==> src/hw/rtl/asn1_time_string_to_epoch_assert.svh <==
// Assertion helpers for the time string converter.
`ifndef ASN1_TIME_STRING_TO_EPOCH_ASSERT_SVH
`define ASN1_TIME_STRING_TO_EPOCH_ASSERT_SVH

`ifndef SYNTHESIS
// same-cycle implication
`define ASN1T_ASSERT_SAME(lbl, clk, rst, ante, cons) \
   lbl: assert property (@(posedge clk) disable iff (rst) (ante) |-> (cons)) \
      else $error("assertion failed");
// next-cycle implication
`define ASN1T_ASSERT_NEXT(lbl, clk, rst, ante, cons) \
   lbl: assert property (@(posedge clk) disable iff (rst) (ante) |=> (cons)) \
      else $error("assertion failed");
`else
`define ASN1T_ASSERT_SAME(lbl, clk, rst, ante, cons)
`define ASN1T_ASSERT_NEXT(lbl, clk, rst, ante, cons)
`endif

`endif

==> src/hw/rtl/asn1t_pkg.sv <==
`timescale 1ns / 1ps
package asn1t_pkg;

   localparam int MAX_CHARS_DEF = 32;
   localparam int HEAD_LEN      = 14;
   localparam int ZONE_LEN      = 4;
   localparam int NUM_TERM      = 3;

   localparam logic [1:0] TERM_Z     = 2'd0;
   localparam logic [1:0] TERM_PLUS  = 2'd1;
   localparam logic [1:0] TERM_MINUS = 2'd2;

   localparam logic [7:0] CHAR_Z     = 8'h5A;
   localparam logic [7:0] CHAR_PLUS  = 8'h2B;
   localparam logic [7:0] CHAR_MINUS = 8'h2D;
   localparam logic [7:0] CHAR_0     = 8'h30;
   localparam logic [7:0] CHAR_9     = 8'h39;
   localparam logic [NUM_TERM-1:0][7:0] TERM_CODES = {CHAR_MINUS, CHAR_PLUS, CHAR_Z};

   localparam int EPOCH_W = 39;
   localparam int ACC_W   = 40;
   localparam int MUL_A_W = 24;
   localparam int MUL_B_W = 17;
   localparam int PROD_W  = MUL_A_W + MUL_B_W + 1;
   localparam int OFFS_W  = 22;
   localparam int YEAR_W  = 14;

   localparam int RECIP_LSB = 19;
   localparam logic [MUL_B_W-1:0] RECIP_100     = 17'd5243;
   localparam logic [MUL_B_W-1:0] DAYS_PER_YEAR = 17'd365;
   localparam logic [MUL_B_W-1:0] SEC_PER_DAY   = 17'd86400;
   localparam logic [MUL_B_W-1:0] SEC_PER_HOUR  = 17'd3600;
   localparam logic [MUL_B_W-1:0] SEC_PER_MIN   = 17'd60;
   localparam logic [MUL_B_W-1:0] SEC_ONE       = 17'd1;
   // days from 0000-03-01 to 1970-01-01, plus one for the 1-based day of month
   localparam logic [OFFS_W-1:0] DAY_BIAS = 22'd719469;

   typedef enum logic [3:0] {
      ST_IDLE,
      ST_CHECK,
      ST_Q100,
      ST_Q400,
      ST_LDQ,
      ST_DAYS,
      ST_SCALE,
      ST_HR,
      ST_MN,
      ST_SEC,
      ST_ZH,
      ST_ZM,
      ST_DONE
   } state_type;

   typedef struct packed {
      logic                                 ovf;
      logic                                 gen;
      logic [HEAD_LEN-1:0]                  hd_ok;
      logic [HEAD_LEN-1:0][3:0]             hd_val;
      logic [NUM_TERM-1:0]                  t_seen;
      logic [NUM_TERM-1:0]                  t_at12;
      logic [NUM_TERM-1:0]                  t_at14;
      logic [NUM_TERM-1:0][ZONE_LEN-1:0]    z_ok;
      logic [NUM_TERM-1:0][ZONE_LEN-1:0][3:0] z_val;
   } cap_type;

   typedef struct packed {
      logic              ok;
      logic              zsub;
      logic [YEAR_W-1:0] yp;
      logic [8:0]        doy;
      logic [6:0]        day;
      logic [6:0]        hr;
      logic [6:0]        mn;
      logic [6:0]        sec;
      logic [6:0]        zh;
      logic [6:0]        zm;
   } dec_type;

   typedef struct packed {
      logic                      en;
      logic                      use_acc;
      logic signed [MUL_A_W-1:0] a;
      logic [MUL_B_W-1:0]        b;
      logic signed [OFFS_W-1:0]  c;
   } mac_cmd_type;

   function automatic logic [6:0] two_digit(input logic [3:0] hi, input logic [3:0] lo);
      two_digit = {hi, 3'b000} + {2'b00, hi, 1'b0} + {3'b000, lo};
   endfunction

   // days from March 1 to the first of the month, March-based year
   function automatic logic [8:0] doy_of_month(input logic [3:0] mon);
      case (mon)
         4'd3:    doy_of_month = 9'd0;
         4'd4:    doy_of_month = 9'd31;
         4'd5:    doy_of_month = 9'd61;
         4'd6:    doy_of_month = 9'd92;
         4'd7:    doy_of_month = 9'd122;
         4'd8:    doy_of_month = 9'd153;
         4'd9:    doy_of_month = 9'd184;
         4'd10:   doy_of_month = 9'd214;
         4'd11:   doy_of_month = 9'd245;
         4'd12:   doy_of_month = 9'd275;
         4'd1:    doy_of_month = 9'd306;
         4'd2:    doy_of_month = 9'd337;
         default: doy_of_month = 9'd0;
      endcase
   endfunction

endpackage

==> src/hw/rtl/asn1t_capture.sv <==
`timescale 1ns / 1ps
module asn1t_capture #(
   parameter int MAX_CHARS = asn1t_pkg::MAX_CHARS_DEF
) (
   input  logic              clock,
   input  logic              reset,
   input  logic              xfer,
   input  logic              clear,
   input  logic [7:0]        char_code,
   input  logic              generalized,
   output asn1t_pkg::cap_type cap
);
   import asn1t_pkg::*;

   localparam int CNT_W = $clog2(MAX_CHARS + 1);
   localparam int POS_W = $clog2(MAX_CHARS);

   logic [CNT_W-1:0] cnt_ff, cnt_in;
   logic             ovf_ff, ovf_in;
   logic             gen_ff;
   logic [HEAD_LEN-1:0]      hd_dig_ff;
   logic [HEAD_LEN-1:0][3:0] hd_val_ff;
   logic [NUM_TERM-1:0]      seen_ff, seen_in;
   logic [NUM_TERM-1:0][POS_W-1:0] pos_ff;
   logic [NUM_TERM-1:0][POS_W-1:0] term_gap;
   logic [NUM_TERM-1:0][ZONE_LEN-1:0] z_ok_ff, z_ok_in;
   logic [NUM_TERM-1:0][ZONE_LEN-1:0][3:0] z_val_ff;

   logic             store;
   logic             is_digit;
   logic [POS_W-1:0] wpos;

   assign store    = xfer && (cnt_ff < CNT_W'(MAX_CHARS));
   assign wpos     = cnt_ff[POS_W-1:0];
   assign is_digit = char_code inside {[CHAR_0:CHAR_9]};

   always_comb begin
      for (int t = 0; t < NUM_TERM; t++) begin
         term_gap[t] = wpos - pos_ff[t];
      end
   end

   always_comb begin
      cnt_in  = cnt_ff;
      ovf_in  = ovf_ff;
      seen_in = seen_ff;
      z_ok_in = z_ok_ff;
      if (clear) begin
         cnt_in  = '0;
         ovf_in  = 1'b0;
         seen_in = '0;
         z_ok_in = '0;
      end else if (xfer) begin
         if (store) begin
            cnt_in = cnt_ff + 1'b1;
            for (int t = 0; t < NUM_TERM; t++) begin
               if (!seen_ff[t] && char_code == TERM_CODES[t]) begin
                  seen_in[t] = 1'b1;
               end
               for (int k = 0; k < ZONE_LEN; k++) begin
                  if (seen_ff[t] && term_gap[t] == POS_W'(k + 1)) begin
                     z_ok_in[t][k] = is_digit;
                  end
               end
            end
         end else begin
            ovf_in = 1'b1;
         end
      end
   end

   always_ff @(posedge clock) begin
      if (reset) begin
         cnt_ff  <= '0;
         ovf_ff  <= 1'b0;
         seen_ff <= '0;
         z_ok_ff <= '0;
      end else begin
         cnt_ff  <= cnt_in;
         ovf_ff  <= ovf_in;
         seen_ff <= seen_in;
         z_ok_ff <= z_ok_in;
      end
   end

   always_ff @(posedge clock) begin
      if (xfer) begin
         gen_ff <= generalized;
      end
      for (int i = 0; i < HEAD_LEN; i++) begin
         if (store && wpos == POS_W'(i)) begin
            hd_val_ff[i] <= char_code[3:0];
            hd_dig_ff[i] <= is_digit;
         end
      end
      for (int t = 0; t < NUM_TERM; t++) begin
         if (store && !seen_ff[t] && char_code == TERM_CODES[t]) begin
            pos_ff[t] <= wpos;
         end
         for (int k = 0; k < ZONE_LEN; k++) begin
            if (store && seen_ff[t] && term_gap[t] == POS_W'(k + 1)) begin
               z_val_ff[t][k] <= char_code[3:0];
            end
         end
      end
   end

   always_comb begin
      cap.ovf    = ovf_ff;
      cap.gen    = gen_ff;
      cap.hd_val = hd_val_ff;
      for (int i = 0; i < HEAD_LEN; i++) begin
         cap.hd_ok[i] = hd_dig_ff[i] && (cnt_ff > CNT_W'(i));
      end
      cap.t_seen = seen_ff;
      for (int t = 0; t < NUM_TERM; t++) begin
         cap.t_at12[t] = pos_ff[t] == POS_W'(12);
         cap.t_at14[t] = pos_ff[t] == POS_W'(14);
      end
      cap.z_ok  = z_ok_ff;
      cap.z_val = z_val_ff;
   end

endmodule

==> src/hw/rtl/asn1t_decode.sv <==
`timescale 1ns / 1ps
module asn1t_decode (
   input  asn1t_pkg::cap_type cap,
   output asn1t_pkg::dec_type dec
);
   import asn1t_pkg::*;

   logic [1:0]        sel;
   logic              term_ok;
   logic              zone_ok;
   logic              head_ok;
   logic              sec_here;
   logic              sec_ok;
   logic              year_ok;
   logic              mon_ok;
   logic [6:0]        yh;
   logic [6:0]        yl;
   logic [6:0]        mon;
   logic [6:0]        sec;
   logic [YEAR_W-1:0] year;
   logic [YEAR_W-1:0] full;

   always_comb begin
      term_ok = |cap.t_seen;
      if (cap.t_seen[TERM_Z]) begin
         sel = TERM_Z;
      end else if (cap.t_seen[TERM_PLUS]) begin
         sel = TERM_PLUS;
      end else begin
         sel = TERM_MINUS;
      end
      zone_ok = (sel == TERM_Z) || (&cap.z_ok[sel]);

      yh = two_digit(cap.hd_val[0], cap.hd_val[1]);
      yl = two_digit(cap.hd_val[2], cap.hd_val[3]);
      dec = '0;
      if (cap.gen) begin
         head_ok  = &cap.hd_ok[11:0];
         year     = {1'b0, yh, 6'b000000} + {2'b00, yh, 5'b00000}
                    + {5'b00000, yh, 2'b00} + {7'b0000000, yl};
         mon      = two_digit(cap.hd_val[4], cap.hd_val[5]);
         dec.day  = two_digit(cap.hd_val[6], cap.hd_val[7]);
         dec.hr   = two_digit(cap.hd_val[8], cap.hd_val[9]);
         dec.mn   = two_digit(cap.hd_val[10], cap.hd_val[11]);
         sec_here = cap.t_at14[sel];
         sec      = two_digit(cap.hd_val[12], cap.hd_val[13]);
         sec_ok   = cap.hd_ok[12] && cap.hd_ok[13];
      end else begin
         head_ok  = &cap.hd_ok[9:0];
         year     = YEAR_W'(yh);
         mon      = two_digit(cap.hd_val[2], cap.hd_val[3]);
         dec.day  = two_digit(cap.hd_val[4], cap.hd_val[5]);
         dec.hr   = two_digit(cap.hd_val[6], cap.hd_val[7]);
         dec.mn   = two_digit(cap.hd_val[8], cap.hd_val[9]);
         sec_here = cap.t_at12[sel];
         sec      = two_digit(cap.hd_val[10], cap.hd_val[11]);
         sec_ok   = cap.hd_ok[10] && cap.hd_ok[11];
      end

      year_ok = 1'b1;
      if (year >= YEAR_W'(1900)) begin
         full = year;
      end else if (year >= YEAR_W'(100)) begin
         full    = year;
         year_ok = 1'b0;
      end else if (year < YEAR_W'(50)) begin
         full = year + YEAR_W'(2000);
      end else begin
         full = year + YEAR_W'(1900);
      end

      mon_ok = (mon >= 7'd1) && (mon <= 7'd12);

      dec.ok   = !cap.ovf && term_ok && zone_ok && head_ok && (!sec_here || sec_ok)
                 && year_ok && mon_ok;
      dec.zsub = (sel == TERM_PLUS);
      dec.sec  = sec_here ? sec : 7'd0;
      dec.yp   = (mon <= 7'd2) ? full - 1'b1 : full;
      dec.doy  = doy_of_month(mon[3:0]);
      if (sel != TERM_Z) begin
         dec.zh = two_digit(cap.z_val[sel][0], cap.z_val[sel][1]);
         dec.zm = two_digit(cap.z_val[sel][2], cap.z_val[sel][3]);
      end
   end

endmodule

==> src/hw/rtl/asn1t_mac.sv <==
`timescale 1ns / 1ps
module asn1t_mac (
   input  logic                            clock,
   input  asn1t_pkg::mac_cmd_type          cmd,
   output logic signed [asn1t_pkg::ACC_W-1:0] acc
);
   import asn1t_pkg::*;

   logic signed [ACC_W-1:0]  acc_ff, acc_in;
   logic signed [PROD_W-1:0] prod;
   logic signed [ACC_W-1:0]  base;

   always_comb begin
      prod   = cmd.a * $signed({1'b0, cmd.b});
      base   = cmd.use_acc ? acc_ff : ACC_W'(cmd.c);
      acc_in = base + $signed(prod[ACC_W-1:0]);
   end

   always_ff @(posedge clock) begin
      if (cmd.en) begin
         acc_ff <= acc_in;
      end
   end

   assign acc = acc_ff;

endmodule

==> src/hw/rtl/asn1_time_string_to_epoch.sv <==
// ASN.1 UTCTime / GeneralizedTime string to seconds since 1970 UTC.
// Input channel (req_*): one character per transfer; req_tlast marks the
// final character of a string, req_tuser gives the form (0 two-digit year,
// 1 four-digit year) and is taken from the final character.
// Result channel (rsp_*): one transfer per string, 39-bit signed seconds and
// a valid flag; seconds are zero when the string does not parse.
// Characters are taken one per cycle while the converter is idle. After the
// final character the block takes one step to check the fields, nine
// steps of the shared multiply-accumulate unit (two reciprocal divides by
// 100, day count, scale to seconds, time and zone terms), one to pick up the
// second quotient and one to load the result register. A string that fails
// the check goes straight to the load. req_tready stays low during the check,
// the calendar steps and the load. A stalled result is held in the output
// register; further characters are still taken, but the next string's
// result waits in the converter, with req_tready low, until the held result
// has been transferred.
// Reset clears the character count, the terminator tracking and the
// result valid flag; the block is ready in the first cycle after reset.
`timescale 1ns / 1ps
`include "asn1_time_string_to_epoch_assert.svh"
module asn1_time_string_to_epoch #(
   parameter int MAX_CHARS = asn1t_pkg::MAX_CHARS_DEF
) (
   input  logic        clock,
   input  logic        reset,
   input  logic        req_tvalid,
   output logic        req_tready,
   input  logic [7:0]  req_tdata,   // [7:0] char_code
   input  logic        req_tlast,
   input  logic        req_tuser,   // [0] generalized
   output logic        rsp_tvalid,
   input  logic        rsp_tready,
   output logic [39:0] rsp_tdata    // [38:0] epoch_seconds, [39] valid_res
);
   import asn1t_pkg::*;

   state_type state_ff, state_in;
   logic      rsp_valid_ff, rsp_valid_in;
   logic [EPOCH_W:0] rsp_data_ff;
   logic      rsp_load;
   logic      req_xfer;
   logic      clear;

   cap_type     cap;
   dec_type     dec;
   dec_type     dec_ff;
   mac_cmd_type cmd;
   logic signed [ACC_W-1:0] acc;
   logic [6:0]        q100_ff;
   logic [4:0]        q400_ff;
   logic [OFFS_W-1:0] days_offs;
   logic [YEAR_W-3:0] q4;

   assign req_tready = (state_ff == ST_IDLE);
   assign req_xfer   = req_tvalid && req_tready;
   assign rsp_tvalid = rsp_valid_ff;
   assign rsp_tdata  = rsp_data_ff;

   asn1t_capture #(.MAX_CHARS(MAX_CHARS)) u_capture (
      .clock       (clock),
      .reset       (reset),
      .xfer        (req_xfer),
      .clear       (clear),
      .char_code   (req_tdata),
      .generalized (req_tuser),
      .cap         (cap)
   );

   asn1t_decode u_decode (
      .cap (cap),
      .dec (dec)
   );

   asn1t_mac u_mac (
      .clock (clock),
      .cmd   (cmd),
      .acc   (acc)
   );

   assign q4 = dec_ff.yp[YEAR_W-1:2];
   assign days_offs = OFFS_W'(q4) - OFFS_W'(q100_ff) + OFFS_W'(q400_ff)
                      + OFFS_W'(dec_ff.doy) + OFFS_W'(dec_ff.day) - DAY_BIAS;

   always_comb begin
      state_in     = state_ff;
      clear        = 1'b0;
      rsp_load     = 1'b0;
      rsp_valid_in = rsp_valid_ff && !rsp_tready;
      cmd          = '0;
      case (state_ff)
         ST_IDLE: begin
            if (req_xfer && req_tlast) begin
               state_in = ST_CHECK;
            end
         end
         ST_CHECK: begin
            clear    = 1'b1;
            state_in = dec.ok ? ST_Q100 : ST_DONE;
         end
         ST_Q100: begin
            cmd.en   = 1'b1;
            cmd.a    = $signed(MUL_A_W'(dec_ff.yp));
            cmd.b    = RECIP_100;
            state_in = ST_Q400;
         end
         ST_Q400: begin
            cmd.en   = 1'b1;
            cmd.a    = $signed(MUL_A_W'(q4));
            cmd.b    = RECIP_100;
            state_in = ST_LDQ;
         end
         ST_LDQ: begin
            state_in = ST_DAYS;
         end
         ST_DAYS: begin
            cmd.en   = 1'b1;
            cmd.a    = $signed(MUL_A_W'(dec_ff.yp));
            cmd.b    = DAYS_PER_YEAR;
            cmd.c    = $signed(days_offs);
            state_in = ST_SCALE;
         end
         ST_SCALE: begin
            cmd.en   = 1'b1;
            cmd.a    = acc[MUL_A_W-1:0];
            cmd.b    = SEC_PER_DAY;
            state_in = ST_HR;
         end
         ST_HR: begin
            cmd.en      = 1'b1;
            cmd.use_acc = 1'b1;
            cmd.a       = $signed(MUL_A_W'(dec_ff.hr));
            cmd.b       = SEC_PER_HOUR;
            state_in    = ST_MN;
         end
         ST_MN: begin
            cmd.en      = 1'b1;
            cmd.use_acc = 1'b1;
            cmd.a       = $signed(MUL_A_W'(dec_ff.mn));
            cmd.b       = SEC_PER_MIN;
            state_in    = ST_SEC;
         end
         ST_SEC: begin
            cmd.en      = 1'b1;
            cmd.use_acc = 1'b1;
            cmd.a       = $signed(MUL_A_W'(dec_ff.sec));
            cmd.b       = SEC_ONE;
            state_in    = ST_ZH;
         end
         ST_ZH: begin
            cmd.en      = 1'b1;
            cmd.use_acc = 1'b1;
            cmd.a       = dec_ff.zsub ? -$signed(MUL_A_W'(dec_ff.zh))
                                      : $signed(MUL_A_W'(dec_ff.zh));
            cmd.b       = SEC_PER_HOUR;
            state_in    = ST_ZM;
         end
         ST_ZM: begin
            cmd.en      = 1'b1;
            cmd.use_acc = 1'b1;
            cmd.a       = dec_ff.zsub ? -$signed(MUL_A_W'(dec_ff.zm))
                                      : $signed(MUL_A_W'(dec_ff.zm));
            cmd.b       = SEC_PER_MIN;
            state_in    = ST_DONE;
         end
         ST_DONE: begin
            if (!rsp_valid_ff || rsp_tready) begin
               rsp_load     = 1'b1;
               rsp_valid_in = 1'b1;
               state_in     = ST_IDLE;
            end
         end
         default: begin
            state_in = ST_IDLE;
         end
      endcase
   end

   always_ff @(posedge clock) begin
      if (reset) begin
         state_ff     <= ST_IDLE;
         rsp_valid_ff <= 1'b0;
      end else begin
         state_ff     <= state_in;
         rsp_valid_ff <= rsp_valid_in;
      end
   end

   always_ff @(posedge clock) begin
      if (state_ff == ST_CHECK) begin
         dec_ff <= dec;
      end
      if (state_ff == ST_Q400) begin
         q100_ff <= acc[RECIP_LSB+6:RECIP_LSB];
      end
      if (state_ff == ST_LDQ) begin
         q400_ff <= acc[RECIP_LSB+4:RECIP_LSB];
      end
      if (rsp_load) begin
         rsp_data_ff <= {dec_ff.ok, dec_ff.ok ? acc[EPOCH_W-1:0] : {EPOCH_W{1'b0}}};
      end
   end

   `ASN1T_ASSERT_NEXT(a_last_starts_check, clock, reset, req_xfer && req_tlast, state_ff == ST_CHECK)
   `ASN1T_ASSERT_NEXT(a_check_clears_capture, clock, reset, state_ff == ST_CHECK, cap.t_seen == '0 && !cap.ovf)
   `ASN1T_ASSERT_SAME(a_result_from_done, clock, reset, $rose(rsp_valid_ff), $past(state_ff == ST_DONE))
   `ASN1T_ASSERT_SAME(a_invalid_is_zero, clock, reset, rsp_valid_ff && !rsp_data_ff[EPOCH_W], rsp_data_ff[EPOCH_W-1:0] == '0)

endmodule

==> config.mk <==
export PLATFORM = sky130hd
export DESIGN_NAME = asn1_time_string_to_epoch
export DESIGN_NICKNAME = d
export VERILOG_FILES = /design/src/hw/rtl/asn1t_pkg.sv /design/src/hw/rtl/asn1t_capture.sv /design/src/hw/rtl/asn1t_decode.sv /design/src/hw/rtl/asn1t_mac.sv /design/src/hw/rtl/asn1_time_string_to_epoch.sv
export VERILOG_INCLUDE_DIRS = /design/src /design/src/hw/rtl
export SDC_FILE = /design/constraint.sdc
export NUM_CORES = 2
export LEC_CHECK = 0
export ABC_CLOCK_PERIOD_IN_PS = 15670
export BUFFER_PORTS_ARGS = -buffer_cell sky130_fd_sc_hd__buf_4
export CORE_ASPECT_RATIO = 1.2
export CORE_MARGIN = 5
export CORE_UTILIZATION = 59
export DETAILED_ROUTE_END_ITERATION = 8
export PLACE_DENSITY_LB_ADDON = 0.2
export SYNTH_ARGS = -nofsm -noshare
export SYNTH_HDL_FRONTEND = slang
export SYNTH_SLANG_ARGS = --single-unit
==> constraint.sdc <==
create_clock -name clock -period 15.67 [get_ports clock]
set_input_delay 3.134 -clock clock [delete_from_list [all_inputs] [get_ports clock]]
set_output_delay 3.134 -clock clock [all_outputs]
set_load 0.05 [all_outputs]
==> results_dict.tcl <==
set metrics [dict create \
    cts_sinks 313 \
    gr-total-overflow 0 \
    final_antenna_net_count 0 \
    critPathMaxFanout 18 \
    slowest_stage "a41oi_1" \
    synth_ff_type "edfxtp_1" \
    ys_ff_latch 313 \
    pre_cts_ws_ps 5410 \
    cp-start-kind "flop" \
    seq_area_frac_synth_pct 29.3 \
    p_leak_nw 15.9 \
    netSwitchingFraction_pct 49.7 \
    intPower_w 0.00380 \
    async_flop_share_pct 0 \
    setup_slack_ps 5050 \
    synth-edff-count 290 \
    fmax_mhz 94.2 \
    cts_root_buf "clkbuf_16" \
    cp_data_required_time_ps 16000 \
    grt_max_degree 73 \
    path_clk_slew_ps 60 \
    final.setup.tns_ps 0 \
    finClkSkew_ps 43.4 \
    slew-limit-headroom_pct 20.5 \
    worstPathArrival_ps 10950 \
    viasPerCell 5.63 \
    syn_area_um2 31300 \
    dr.pass1.iters 9 \
    io_buffers 55 \
    rows 92 \
    cts-htree-levels 2 \
    post-dp-hpwl_um 67100 \
    wl_um 81600 \
    vdd_ir_drop_max_v 0.000405 \
    post_cts_buffers 0 \
    gp_congestion 1.02 \
    power_frac_clock_pct 11.2 \
    drtIter0Drc 1530 \
    max_cap_viol_count 0 \
    clock_path_buffers 3 \
    cpMostUsedCell "fa_1" \
    grt.total_usage_pct 28.8 \
    dp.cells 3727 \
    core_area_um2 52600 \
    path_class "flop to flop" \
    cts_resized 0 \
    final_hold_viol_count 0 \
    dr_total_vias 21400 \
    grt_pass1_vias 22900 \
    seqPwrFrac_pct 18.9 \
    max_stage_delay_ps 740 \
    die_h_um 262 \
    drive_gt1_share_pct 6.67 \
    cts_hold_buffers 0 \
    avgSynthCellArea_um2 10.5 \
    dieArea_um2 57800 \
    setup_viol 0 \
    num_io_pins 56 \
    powerDensity_nw_per_um2 223 \
    diodes 0 \
    cts_tree "yes" \
    antenna_found_initial 2 \
    avgRoutedWirePerCell_um 21.5 \
    combPwrFrac_pct 70.0 \
    p_sw_w 0.00376 \
    rsz0062_at_grt "false" \
    final_common_cell "inv_1" \
    fin_cells 3792 \
    syn-instance-count 2974 \
    timing.final.crit_share_pct 67.8 \
    drc_errors 0 \
    ys_types 95 \
    grt_pass1_wl_um 128000 \
    clk_latency_ps 590 \
    start_util_pct 59.5 \
    critPathCaptureType "flop" \
    die_w_um 220 \
    outcome "complete, no violations" \
    area_delta_synth_final_pct 8.25 \
    tightest_slew_ps 1180 \
    min_path_type "flop to flop" \
    finalPower_w 0.00756 \
    final_net_count 3768 \
    slew_viol_final 0 \
    min_period_ps 10620 \
    cts_buffers 36 \
    final_cell_mix "inv_1 (625), fa_1 (406), edfxtp_1 (290), ha_1 (288), nand2_1 (211)" \
    yosysWarningCount 0 \
]
metal layers:
metal | global-route usage [%] | routed length (µm)
met4 | 12.5 | 4100
met2 | 49.7 | 41100
met3 | 3.64 | 4300
met5 | 0 | 0
met1 | 36.4 | 32100
worst max-delay path, delay by kind of cell, from the launching register on:
kind | cells | cell delay [ps]
AO/OA/AOI/OAI | 10 | 3680
adder cells (fa/ha/maj) | 7 | 3380
buffers and inverters | 5 | 690
flip-flops | 1 | 430
AND/OR/NAND/NOR | 7 | 2180
metrics by stage:
| stage | hold WS (ps) | cell area (µm²) | utilization (%) |
|---|---|---|---|
| finish | 497 | 33900 | 64.4 |
| global route | 549 | 33900 | 64.4 |
| CTS | 503 | 33900 | 64.4 |
| detailed placement | 489 | 32700 | 62.2 |
| floorplan | 428 | 31400 | - |
| global placement | 456 | 32700 | 62.2 |
area by class of cell:
cell class | instances | area [µm²]
clock buffers | 44 | 971
inverters | 631 | 2370
multi-input cells | 1992 | 19700
flip-flops and latches | 313 | 9170
clock inverters | 21 | 208
fillers | 4229 | 18700
well taps | 705 | 882
repair buffers | 86 | 646
Yosys cell counts (11+ instances only):
library cell | number | area (µm²)
a21o_1 | 45 | 338
a21oi_1 | 118 | 591
a22oi_1 | 13 | 97.6
and2_1 | 74 | 463
and3_1 | 14 | 87.6
clkbuf_1 | 56 | 210
dfxtp_1 | 23 | 460
edfxtp_1 | 290 | 8710
fa_1 | 406 | 8130
ha_1 | 288 | 3600
inv_1 | 625 | 2350
mux2_2 | 18 | 203
mux2i_1 | 40 | 400
nand2_1 | 211 | 792
nand2b_1 | 20 | 125
nand3_1 | 26 | 130
nand4_1 | 12 | 75.1
nor2_1 | 178 | 668
nor2b_1 | 31 | 194
nor3_1 | 39 | 195
o21a_1 | 11 | 82.6
o21ai_0 | 74 | 370
o21bai_1 | 14 | 105
or3_1 | 20 | 125
xnor2_1 | 99 | 867
xor2_1 | 39 | 342
flip-flops by register name, indices dropped and copies added (netlist names), 3 cells and up:
name                 flops
q100_ff                  7
u_mac.acc               39
q400_ff                  5
u_capture.seen_ff        3
u_capture.hd_dig_ff     14
dec_ff                  67
u_capture.cnt_ff         6
rsp_tdata               40
state_ff                 4
u_capture.pos_ff        15
u_capture.cap          110
kinds of logic (layout without fill, tap and decap cells):
kind of cell / after synthesis / count (layout) / share of synthesized area (%)
buffers and inverters: 702 / 782 / 8.49
XOR/XNOR: 138 / 138 / 3.86
AND/OR/NAND/NOR: 680 / 680 / 10.6
multiplexers: 60 / 60 / 2.07
other: 2 / 35 / 0.0240
adder cells (fa/ha/maj): 694 / 694 / 37.5
AO/OA/AOI/OAI: 385 / 385 / 8.24
flip-flops: 313 / 313 / 29.3
worst paths after layout:
path / start / endpoint / slack, ps / cells past startpoint
worst min-delay path: u_capture.cap[55] / u_capture.cap[55] / 500 / 2
worst max-delay path: dec_ff[9] / u_mac.acc[32] / 5050 / 29
worst min register to register: u_capture.cap[55] / u_capture.cap[55] / 500 / 2
worst max register to register: dec_ff[9] / u_mac.acc[32] / 5050 / 29
power groups by stage:
| stage | sequential (W) | clock, W | combinational [W] |
|---|---|---|---|
| 2_1_floorplan | 0.00136 | 0 | 0.00396 |
| 3_3_place_gp | 0.00144 | 0 | 0.00511 |
| 3_5_place_dp | 0.00144 | 0 | 0.00524 |
| 4_1_cts | 0.00142 | 0.000861 | 0.00528 |
| 5_1_grt | 0.00144 | 0.000896 | 0.00586 |
| 6_report | 0.00143 | 0.000844 | 0.00529 |
Power figures use the tool's default switching activity.
